$ cat config.mk
export PLATFORM = sky130hd
export DESIGN_NAME = impact_detect_and_frame_flat
export DESIGN_NICKNAME = d
export VERILOG_FILES = /design/src/idf_pkg.sv /design/src/idf_if.sv /design/src/idf_lane.sv /design/src/idf_merge.sv /design/src/idf_window.sv /design/src/impact_detect_and_frame.sv /design/src/flat_wrapper.sv
export SDC_FILE = /design/constraint.sdc
export NUM_CORES = 2
export LEC_CHECK = 0
export BUFFER_PORTS_ARGS = -buffer_cell sky130_fd_sc_hd__clkbuf_2
export CELL_PAD_IN_SITES_DETAIL_PLACEMENT = 0
export CELL_PAD_IN_SITES_GLOBAL_PLACEMENT = 1
export CORE_ASPECT_RATIO = 0.7
export CORE_UTILIZATION = 35
export CTS_BUF_LIST = sky130_fd_sc_hd__clkbuf_8 sky130_fd_sc_hd__clkbuf_16
export CTS_CLUSTER_SIZE = 30
export DETAILED_ROUTE_END_ITERATION = 6
export GPL_ROUTABILITY_DRIVEN = 0
export GPL_TIMING_DRIVEN = 0
export PLACE_DENSITY = 0.6
export SKIP_CTS_REPAIR_TIMING = 1
export SYNTH_ARGS = -nofsm -noshare
export SYNTH_HDL_FRONTEND = slang
export SYNTH_SLANG_ARGS = --single-unit
$ cat constraint.sdc
create_clock -name clock -period 17 [get_ports clock]
set_input_delay 2.55 -clock clock [delete_from_list [all_inputs] [get_ports clock]]
set_output_delay 2.55 -clock clock [all_outputs]
set_load 0.01 [all_outputs]
$ cat src/idf_pkg.sv
// Shared types, constants and helpers for the impact detect and frame block.
package idf_pkg;

   localparam int AXIS_W       = 16;
   localparam int TIME_W       = 32;
   localparam int CSR_DATA_W   = 32;
   localparam int CSR_INDEX_W  = 2;
   localparam int ID_W         = 8;
   localparam int CHECK_W      = 8;
   localparam int QUOT_W       = 12;   // |axis| / 10 <= 3276
   localparam int SQUARE_W     = 24;   // 3276^2 fits
   localparam int MAG_W        = 25;   // sum of three squares
   localparam int TOTAL_W      = 32;   // running total kept in full
   localparam int OUT_TOTAL_W  = 29;

   // divide by ten: (a * 52429) >> 19 is exact for every 16-bit a
   localparam int RECIP_W      = 17;
   localparam int PROD_W       = AXIS_W + RECIP_W;
   localparam logic [RECIP_W-1:0] RECIP_DIV10 = 17'd52429;
   localparam int DIV10_SHIFT  = 19;

   localparam logic [ID_W-1:0] FRAME_HEADER = 8'h69;

   localparam int WINDOW_LEN_DEFAULT = 10;

   // register indexes
   localparam logic [CSR_INDEX_W-1:0] CSR_DETECT_THRESHOLD = 2'd0;
   localparam logic [CSR_INDEX_W-1:0] CSR_MIN_DATA_GAP     = 2'd1;
   localparam logic [CSR_INDEX_W-1:0] CSR_HEARTBEAT_GAP    = 2'd2;
   localparam logic [CSR_INDEX_W-1:0] CSR_NODE_ID          = 2'd3;

   localparam logic [TIME_W-1:0] MIN_DATA_GAP_RESET  = 32'd1000;
   localparam logic [TIME_W-1:0] HEARTBEAT_GAP_RESET = 32'd5000;

   typedef struct packed {
      logic [TOTAL_W-1:0] detect_threshold;
      logic [TIME_W-1:0]  min_data_gap_ms;
      logic [TIME_W-1:0]  heartbeat_gap_ms;
      logic [ID_W-1:0]    node_id;
   } csr_type;

   typedef struct packed {
      logic advance;
      logic valid;
   } pipe_ctrl_type;

   typedef struct packed {
      logic                   collision_send;
      logic                   heartbeat_send;
      logic [ID_W-1:0]        frame_id;
      logic [MAG_W-1:0]       frame_magnitude;
      logic [CHECK_W-1:0]     frame_check;
      logic [OUT_TOTAL_W-1:0] window_total;
   } result_type;

   function automatic logic [CHECK_W-1:0] frame_check_of(input logic [ID_W-1:0]  id,
                                                         input logic [MAG_W-1:0] mag);
      frame_check_of = FRAME_HEADER ^ id ^ mag[7:0] ^ mag[15:8] ^ mag[23:16]
                       ^ {7'd0, mag[24]};
   endfunction

endpackage

$ cat src/idf_if.sv
// Channel interfaces: sample request and detection response.
interface idf_req_if;
   import idf_pkg::*;
   logic                     valid;
   logic                     ready;
   logic signed [AXIS_W-1:0] accel_x;
   logic signed [AXIS_W-1:0] accel_y;
   logic signed [AXIS_W-1:0] accel_z;
   logic [TIME_W-1:0]        now_ms;

   modport source (output valid, accel_x, accel_y, accel_z, now_ms, input ready);
   modport sink   (input valid, accel_x, accel_y, accel_z, now_ms, output ready);
endinterface

interface idf_rsp_if;
   import idf_pkg::*;
   logic                   valid;
   logic                   ready;
   logic                   collision_send;
   logic                   heartbeat_send;
   logic [ID_W-1:0]        frame_id;
   logic [MAG_W-1:0]       frame_magnitude;
   logic [CHECK_W-1:0]     frame_check;
   logic [OUT_TOTAL_W-1:0] window_total;

   modport source (output valid, collision_send, heartbeat_send, frame_id,
                   frame_magnitude, frame_check, window_total, input ready);
   modport sink   (input valid, collision_send, heartbeat_send, frame_id,
                   frame_magnitude, frame_check, window_total, output ready);
endinterface

$ cat src/idf_lane.sv
// One axis lane: truncating divide by ten, then square (two stages).
module idf_lane (
   input  logic                              clock,
   input  logic                              advance,
   input  logic signed [idf_pkg::AXIS_W-1:0] accel,
   output logic [idf_pkg::SQUARE_W-1:0]      square
);
   import idf_pkg::*;

   logic [AXIS_W-1:0]   abs_val;
   logic [PROD_W-1:0]   prod_ff, prod_in;
   logic [QUOT_W-1:0]   quot;
   logic [SQUARE_W-1:0] square_ff, square_in;

   // sign drops out in the square, so work on the magnitude
   assign abs_val   = accel[AXIS_W-1] ? AXIS_W'(-accel) : AXIS_W'(accel);
   assign prod_in   = PROD_W'(abs_val) * PROD_W'(RECIP_DIV10);
   assign quot      = prod_ff[DIV10_SHIFT +: QUOT_W];
   assign square_in = SQUARE_W'(quot) * SQUARE_W'(quot);

   always_ff @(posedge clock) begin
      if (advance) begin
         prod_ff   <= prod_in;
         square_ff <= square_in;
      end
   end

   assign square = square_ff;
endmodule

$ cat src/idf_merge.sv
// Merge stage: sums the three lane squares into the sample magnitude.
module idf_merge (
   input  logic                          clock,
   input  logic                          advance,
   input  logic [idf_pkg::SQUARE_W-1:0]  square_x,
   input  logic [idf_pkg::SQUARE_W-1:0]  square_y,
   input  logic [idf_pkg::SQUARE_W-1:0]  square_z,
   output logic [idf_pkg::MAG_W-1:0]     magnitude
);
   import idf_pkg::*;

   logic [MAG_W-1:0] mag_ff, mag_in;

   assign mag_in = MAG_W'(square_x) + MAG_W'(square_y) + MAG_W'(square_z);

   always_ff @(posedge clock) begin
      if (advance) begin
         mag_ff <= mag_in;
      end
   end

   assign magnitude = mag_ff;
endmodule

$ cat src/idf_window.sv
// Window stage: magnitude ring, running total, frame/heartbeat decision, result register.
module idf_window #(
   parameter int WINDOW_LEN = idf_pkg::WINDOW_LEN_DEFAULT
) (
   input  logic                          clock,
   input  logic                          reset,
   input  idf_pkg::pipe_ctrl_type        ctrl,
   input  logic [idf_pkg::MAG_W-1:0]     magnitude,
   input  logic [idf_pkg::TIME_W-1:0]    now_ms,
   input  idf_pkg::csr_type              csr,
   output logic                          out_valid,
   output idf_pkg::result_type           result
);
   import idf_pkg::*;

   localparam int PTR_W = (WINDOW_LEN > 1) ? $clog2(WINDOW_LEN) : 1;
   localparam logic [PTR_W-1:0] PTR_LAST = PTR_W'(WINDOW_LEN - 1);

   logic [MAG_W-1:0]   ring_ff [WINDOW_LEN];
   logic [PTR_W-1:0]   ptr_ff, ptr_in;
   logic [TOTAL_W-1:0] total_ff, total_in;
   logic [TIME_W-1:0]  last_frame_ff, last_frame_in;
   logic [TIME_W-1:0]  last_beat_ff, last_beat_in;
   logic               out_valid_ff;
   result_type         result_ff, result_in;

   logic [TIME_W-1:0]  frame_gap;
   logic [TIME_W-1:0]  beat_gap;
   logic               take;
   logic               coll;
   logic               beat;

   assign take      = ctrl.advance && ctrl.valid;
   assign total_in  = total_ff - TOTAL_W'(ring_ff[ptr_ff]) + TOTAL_W'(magnitude);
   assign ptr_in    = (ptr_ff == PTR_LAST) ? '0 : ptr_ff + 1'b1;
   assign frame_gap = now_ms - last_frame_ff;
   assign beat_gap  = now_ms - last_beat_ff;

   assign coll = (frame_gap > csr.min_data_gap_ms) && (total_in > csr.detect_threshold);
   // a frame sent this step restarts the data gap, which blocks the heartbeat
   assign beat = !coll && (beat_gap > csr.heartbeat_gap_ms)
                 && (frame_gap > csr.min_data_gap_ms);

   assign last_frame_in = coll ? now_ms : last_frame_ff;
   assign last_beat_in  = beat ? now_ms : last_beat_ff;

   always_comb begin
      result_in                 = '0;
      result_in.collision_send  = coll;
      result_in.heartbeat_send  = beat;
      result_in.window_total    = total_in[OUT_TOTAL_W-1:0];
      if (coll) begin
         result_in.frame_id        = csr.node_id;
         result_in.frame_magnitude = magnitude;
         result_in.frame_check     = frame_check_of(csr.node_id, magnitude);
      end
   end

   always_ff @(posedge clock) begin
      if (reset) begin
         for (int i = 0; i < WINDOW_LEN; i++) begin
            ring_ff[i] <= '0;
         end
         ptr_ff        <= '0;
         total_ff      <= '0;
         last_frame_ff <= '0;
         last_beat_ff  <= '0;
         out_valid_ff  <= 1'b0;
      end else begin
         if (ctrl.advance) begin
            out_valid_ff <= ctrl.valid;
         end
         if (take) begin
            ring_ff[ptr_ff] <= magnitude;
            ptr_ff          <= ptr_in;
            total_ff        <= total_in;
            last_frame_ff   <= last_frame_in;
            last_beat_ff    <= last_beat_in;
         end
      end
   end

   always_ff @(posedge clock) begin
      if (take) begin
         result_ff <= result_in;
      end
   end

   assign out_valid = out_valid_ff;
   assign result    = result_ff;
endmodule

$ cat src/impact_detect_and_frame.sv
// Top level: three axis lanes, magnitude merge and window/decision stage.
//
//  channel   direction  handshake     payload
//  req_chan  in         valid/ready   accel_x, accel_y, accel_z, now_ms
//  rsp_chan  out        valid/ready   collision_send, heartbeat_send, frame_id,
//                                     frame_magnitude, frame_check, window_total
//  csr_*     in         write enable  index 0..3, 32-bit data
//
// One sample per cycle while the response is not stalled; four register stages
// (divide, square, sum, window/decision), which each sample passes in that order.
// The whole pipeline moves as one: it advances whenever the result register is
// empty or being taken, so a stalled response holds every stage in place.
// Reset (synchronous) empties the pipeline, zeroes the ring, total and timestamps
// and loads the register defaults.
module impact_detect_and_frame #(
   parameter int WINDOW_LEN = idf_pkg::WINDOW_LEN_DEFAULT
) (
   input  logic                              clock,
   input  logic                              reset,
   idf_req_if.sink                           req_chan,
   idf_rsp_if.source                         rsp_chan,
   input  logic                              csr_wr_en,
   input  logic [idf_pkg::CSR_INDEX_W-1:0]   csr_index,
   input  logic [idf_pkg::CSR_DATA_W-1:0]    csr_wr_data
);
   import idf_pkg::*;

   csr_type            csr_ff;
   logic               advance;
   logic               s1_valid_ff, s2_valid_ff, s3_valid_ff;
   logic [TIME_W-1:0]  s1_now_ff, s2_now_ff, s3_now_ff;
   logic [SQUARE_W-1:0] sq_x, sq_y, sq_z;
   logic [MAG_W-1:0]   magnitude;
   pipe_ctrl_type      win_ctrl;
   logic               out_valid;
   result_type         result;

   always_ff @(posedge clock) begin
      if (reset) begin
         csr_ff.detect_threshold <= '0;
         csr_ff.min_data_gap_ms  <= MIN_DATA_GAP_RESET;
         csr_ff.heartbeat_gap_ms <= HEARTBEAT_GAP_RESET;
         csr_ff.node_id          <= '0;
      end else if (csr_wr_en) begin
         unique case (csr_index)
            CSR_DETECT_THRESHOLD: csr_ff.detect_threshold <= csr_wr_data;
            CSR_MIN_DATA_GAP:     csr_ff.min_data_gap_ms  <= csr_wr_data;
            CSR_HEARTBEAT_GAP:    csr_ff.heartbeat_gap_ms <= csr_wr_data;
            CSR_NODE_ID:          csr_ff.node_id          <= csr_wr_data[ID_W-1:0];
            default: ;
         endcase
      end
   end

   assign advance        = !out_valid || rsp_chan.ready;
   assign req_chan.ready = advance;

   always_ff @(posedge clock) begin
      if (reset) begin
         s1_valid_ff <= 1'b0;
         s2_valid_ff <= 1'b0;
         s3_valid_ff <= 1'b0;
      end else if (advance) begin
         s1_valid_ff <= req_chan.valid;
         s2_valid_ff <= s1_valid_ff;
         s3_valid_ff <= s2_valid_ff;
      end
   end

   always_ff @(posedge clock) begin
      if (advance) begin
         s1_now_ff <= req_chan.now_ms;
         s2_now_ff <= s1_now_ff;
         s3_now_ff <= s2_now_ff;
      end
   end

   idf_lane u_lane_x (.clock(clock), .advance(advance), .accel(req_chan.accel_x),
                      .square(sq_x));
   idf_lane u_lane_y (.clock(clock), .advance(advance), .accel(req_chan.accel_y),
                      .square(sq_y));
   idf_lane u_lane_z (.clock(clock), .advance(advance), .accel(req_chan.accel_z),
                      .square(sq_z));

   idf_merge u_merge (
      .clock     (clock),
      .advance   (advance),
      .square_x  (sq_x),
      .square_y  (sq_y),
      .square_z  (sq_z),
      .magnitude (magnitude)
   );

   assign win_ctrl.advance = advance;
   assign win_ctrl.valid   = s3_valid_ff;

   idf_window #(.WINDOW_LEN(WINDOW_LEN)) u_window (
      .clock     (clock),
      .reset     (reset),
      .ctrl      (win_ctrl),
      .magnitude (magnitude),
      .now_ms    (s3_now_ff),
      .csr       (csr_ff),
      .out_valid (out_valid),
      .result    (result)
   );

   assign rsp_chan.valid           = out_valid;
   assign rsp_chan.collision_send  = result.collision_send;
   assign rsp_chan.heartbeat_send  = result.heartbeat_send;
   assign rsp_chan.frame_id        = result.frame_id;
   assign rsp_chan.frame_magnitude = result.frame_magnitude;
   assign rsp_chan.frame_check     = result.frame_check;
   assign rsp_chan.window_total    = result.window_total;

   // a frame restarts the data gap, so both flags never rise together
   a_flags_exclusive: assert property (@(posedge clock) disable iff (reset)
      rsp_chan.valid |-> !(rsp_chan.collision_send && rsp_chan.heartbeat_send))
      else $error("collision and heartbeat flagged in one transaction");

   a_frame_fields_idle: assert property (@(posedge clock) disable iff (reset)
      (rsp_chan.valid && !rsp_chan.collision_send) |->
         (rsp_chan.frame_id == '0 && rsp_chan.frame_magnitude == '0
          && rsp_chan.frame_check == '0))
      else $error("frame fields not cleared without a collision");

   a_last_stage_delivers: assert property (@(posedge clock) disable iff (reset)
      (s3_valid_ff && advance) |=> rsp_chan.valid)
      else $error("sample in last pipeline stage produced no response");

   a_stall_holds_pipe: assert property (@(posedge clock) disable iff (reset)
      (rsp_chan.valid && !rsp_chan.ready) |=> $stable(s3_valid_ff) && $stable(s3_now_ff))
      else $error("pipeline moved while response stalled");
endmodule
$ cat src/flat_wrapper.sv
// flat-port wrapper written by rule: the top's interface ports become plain ports
module impact_detect_and_frame_flat import idf_pkg::*;
#(
   parameter int WINDOW_LEN = idf_pkg::WINDOW_LEN_DEFAULT
)
  (clock, reset, csr_wr_en, csr_index, csr_wr_data, req_chan_valid, req_chan_accel_x, req_chan_accel_y, req_chan_accel_z, req_chan_now_ms, req_chan_ready, rsp_chan_valid, rsp_chan_collision_send, rsp_chan_heartbeat_send, rsp_chan_frame_id, rsp_chan_frame_magnitude, rsp_chan_frame_check, rsp_chan_window_total, rsp_chan_ready);
  idf_req_if req_chan_i ();
  idf_rsp_if rsp_chan_i ();
  input  logic clock;
  input  logic reset;
  input  logic csr_wr_en;
  input  logic [idf_pkg::CSR_INDEX_W-1:0] csr_index;
  input  logic [idf_pkg::CSR_DATA_W-1:0] csr_wr_data;
  input wire logic [$bits(req_chan_i.valid)-1:0] req_chan_valid;
  input wire logic [$bits(req_chan_i.accel_x)-1:0] req_chan_accel_x;
  input wire logic [$bits(req_chan_i.accel_y)-1:0] req_chan_accel_y;
  input wire logic [$bits(req_chan_i.accel_z)-1:0] req_chan_accel_z;
  input wire logic [$bits(req_chan_i.now_ms)-1:0] req_chan_now_ms;
  output wire logic [$bits(req_chan_i.ready)-1:0] req_chan_ready;
  output wire logic [$bits(rsp_chan_i.valid)-1:0] rsp_chan_valid;
  output wire logic [$bits(rsp_chan_i.collision_send)-1:0] rsp_chan_collision_send;
  output wire logic [$bits(rsp_chan_i.heartbeat_send)-1:0] rsp_chan_heartbeat_send;
  output wire logic [$bits(rsp_chan_i.frame_id)-1:0] rsp_chan_frame_id;
  output wire logic [$bits(rsp_chan_i.frame_magnitude)-1:0] rsp_chan_frame_magnitude;
  output wire logic [$bits(rsp_chan_i.frame_check)-1:0] rsp_chan_frame_check;
  output wire logic [$bits(rsp_chan_i.window_total)-1:0] rsp_chan_window_total;
  input wire logic [$bits(rsp_chan_i.ready)-1:0] rsp_chan_ready;
  assign req_chan_i.valid = req_chan_valid;
  assign req_chan_i.accel_x = req_chan_accel_x;
  assign req_chan_i.accel_y = req_chan_accel_y;
  assign req_chan_i.accel_z = req_chan_accel_z;
  assign req_chan_i.now_ms = req_chan_now_ms;
  assign req_chan_ready = req_chan_i.ready;
  assign rsp_chan_valid = rsp_chan_i.valid;
  assign rsp_chan_collision_send = rsp_chan_i.collision_send;
  assign rsp_chan_heartbeat_send = rsp_chan_i.heartbeat_send;
  assign rsp_chan_frame_id = rsp_chan_i.frame_id;
  assign rsp_chan_frame_magnitude = rsp_chan_i.frame_magnitude;
  assign rsp_chan_frame_check = rsp_chan_i.frame_check;
  assign rsp_chan_window_total = rsp_chan_i.window_total;
  assign rsp_chan_i.ready = rsp_chan_ready;
  impact_detect_and_frame #(.WINDOW_LEN(WINDOW_LEN)) u_core (.clock(clock), .reset(reset), .req_chan(req_chan_i), .rsp_chan(rsp_chan_i), .csr_wr_en(csr_wr_en), .csr_index(csr_index), .csr_wr_data(csr_wr_data));
endmodule
==> metrics.md <==
| Metric | Value |
|---|---|
| Status | finished clean |
| Die Footprint | 196,000 sq um |
| Final setup vio count | 0 |
| Initial DRT Pass Iterations | 5 |
| First-pass GRT wire length | 279,000 um |
| FMAX | 0.0963 GHz |
| Yosys reg bits | 910 |
| Detailed-route vias per instance | 4.93 |
| Crit path kind | flip-flop to flip-flop |
| Critical path peak fanout | 10 |
| Post-synthesis xor/xnor area fraction | 3.47% |
| Post-synth ARST share | 0% |
| Core Area | 192,000 sq um |
| Crit path arrival time | 10.97 ns |
| Clock skew | 0.0781 ns |
| CP required | 17.58 ns |
| Nets@finish | 7,934 |
| Hold Violations, Final | 0 |
| Placement Rows | 134 |
| H-tree depth | 3 |
| CTS Buf Count | 93 |
| Final Non-Filler Cells | 9,190 |
| CTS tree | done |
| Clock sinks | 910 |
| Final HPWL DP | 145,000 um |
| Pre-CTS setup slack | 6.74 ns |
| Total GRT Usage | 18.8% |
| Antenna Nets Post-Route | 0 |
| Routed vias | 45,300 |
| Register area share after synthesis | 37.1% |
| WL per Instance | 19.7 um |
| Area fraction of the dominant cell type after synthesis | 30.9% |
| Synth Cell Area | 67,900 sq um |
| Top delay family on crit path | compound AO/OA/AOI/OAI gates |
| CTS Root Cell | clkbuf_16 |
| Max Cap Viol | 0 |
| Post-Place Cells | 9,013 |
| Period utilization | 61.1% |
| Ports | 193 |
| Syn Inst Count | 6,216 |
| Leading area contributor after synthesis | edfxtp_1 |
| Synth Area in Simple Gates | 10.1% |
| Vias in the first global route | 45,700 |
| Syn avg cell area | 10.9 sq um |
| Hold/Removal Path Class | flip-flop to flip-flop |
| DRT Wirelength | 181,000 um |
| Die height | 370 um |
| Worst-path clk slew | 0.07 ns |
| Mux cell area share after synthesis | 5.33% |
| Min cycle time layout | 10.39 ns |
| Cell area after layout | 75,600 sq um |
| Crit-path cells | clkbuf_1 -> buf_1 -> mux4_2 -> mux4_2 -> ha_1 -> inv_1 -> ha_1 -> fa_1 -> a21o_1 -> a211o_1 -> a31o_1 -> a21oi_1 -> a21oi_1 -> a21oi_1 -> o21ai_0 -> xnor2_1 -> ha_1 -> nand4_1 -> nor4_1 -> o21a_1 -> o21ai_1 -> nor3_2 -> buf_2 -> mux2i_1 |
| Post-Synth Adder-Cell Area | 29.7% |
| Die width | 528 um |
| Initial drt markers | 3,354 |
| Placed Instance Area | 72,500 sq um |
| Drc violations | 0 |
| PortBufs | 192 |
| Commonest non-fill, non-tap cell in the layout | inv_1 |
| Final worst setup slack | 6.61 ns |
| Fin. max-slew vios | 0 |
| Layout cell share with drive strength beyond 1 | 8.10% |
| Slowest cell on the critical path | nor3_2 |
| Compound-Gate Fraction of Synth Area | 7.27% |
| Commonest cells after routing, fill and taps aside | inv_1 (1,115), ha_1 (762), edfxtp_1 (698) |
| Post-synth EDFFs | 698 |
| P&R area growth vs syn | 11.5% |
| Slowest stage delay, CP | 1.14 ns |
| Yosys cell types | 79 |
| Pin count of the biggest net entering global routing | 67 |
| Synth area leaders | edfxtp_1 (31%), fa_1 (16%), ha_1 (14%) |
| Initial Utilization | 35.4% |
| Startpoint types | flip-flop |
| WP buf/inv | 4 |
| CP endpoint kind | flip-flop |
| Initial antenna violation count | 5 |
| Worst-Margin Slew | 1.35 ns |
| RSZ-0062 raised after global routing | no |
| Top_reg_cell synth | edfxtp_1 |
| Total gr overflow | 0 |
| Main combinational cell family by area after synthesis | adder cells |
| Clock Tree Buf Depth | 3 |
| Clk Latency, worst-skew pair | 0.73 ns |
| Max_slew headroom | 9.59% |
| Ys Warns | 0 |
-- routing by layer --
metal  up-vias  routed length [um]  global-route usage (%)
met1     22600               92200                    29.1
met2       974               76000                    27.6
met4         0                2770                    3.26
met5         -                   0                       0
li1      21600                   -                       -
met3       136               10400                    2.88
-- cells in the mapped netlist (all sizes together) (50+ instances only) --
cell and instances:
fa 529, dfxtp 212, o21ai 118, inv 1094, xnor2 215, nand2 550, clkbuf 141, mux2i 77
ha 762, xor2 54, a21oi 307, and2 158, mux4 125, edfxtp 698, nor3 84, nand4 50
nor2 410, nand3 63, a21o 74
-- logic make-up after synthesis --
logic type / count (synthesis)
simple gates: 1493
fa+ha+maj: 1291
buf+inv: 1262
flops: 910
compound gates: 785
xor+xnor: 269
mux: 205
other cells: 1
-- worst paths after layout --
check | startpoint | end | slack [ns] | cells after the start
worst max-delay path | flip-flop | u_core.u_window.last_frame_ff[3]$_SDFFE_PP0P_ | 6.61 | 24
worst min-delay path | u_core.s1_now_ff[7]$_DFFE_PN_ | u_core.s2_now_ff[7]$_DFFE_PN_ | 0.40 | 0
worst max register to register | flip-flop | u_core.u_window.last_frame_ff[3]$_SDFFE_PP0P_ | 6.61 | 24
worst min register to register | u_core.s1_now_ff[7]$_DFFE_PN_ | u_core.s2_now_ff[7]$_DFFE_PN_ | 0.40 | 0
-- registers in the layout, indices dropped and copies added (netlist names), named ones only --
name,flops
u_core.s2_now_ff,32
u_core.u_lane_x.square,23
u_core.u_lane_y.square,23
u_core.s3_valid_ff,1
u_core.u_window.last_frame_ff,32
u_core.u_window.last_beat_ff,32
u_core.u_lane_z.prod_ff,12
u_core.s2_valid_ff,1
u_core.u_merge.magnitude,25
u_core.u_window.ptr_ff,4
u_core.u_lane_y.prod_ff,12
u_core.s1_valid_ff,1
u_core.csr_ff,104
u_core.u_window.result,72
u_core.s1_now_ff,32
u_core.s3_now_ff,32
u_core.u_lane_z.square,23
u_core.u_window.total_ff,32
u_core.u_lane_x.prod_ff,12
u_core.u_window.out_valid,1
u_core.u_window.ring_ff,400
-- per-stage QoR --
step	hold slack, ns	util (%)	TNS [ns]
final	0.400	39.5	0
after global routing	0.405	39.5	0
after CTS	0.393	39.5	0
after detailed placement	0.405	37.8	0
after global placement	0.401	37.6	-2522.20
after floorplan	0.400	-	0
-- layout make-up --
cell class,instances,area [sq um]
multi-input combinational,4046,38000
inverter,1094,4110
antenna,4,10.0
timing repair buffer,211,1310
buffer,168,666
tap,2584,3230
fill,18600,116000
clock inverter,75,748
clock buffer,98,2400
sequential,910,25200
Power is not shown: default switching activity piles up to over one toggle a cycle in this logic, so the estimate is an artifact.
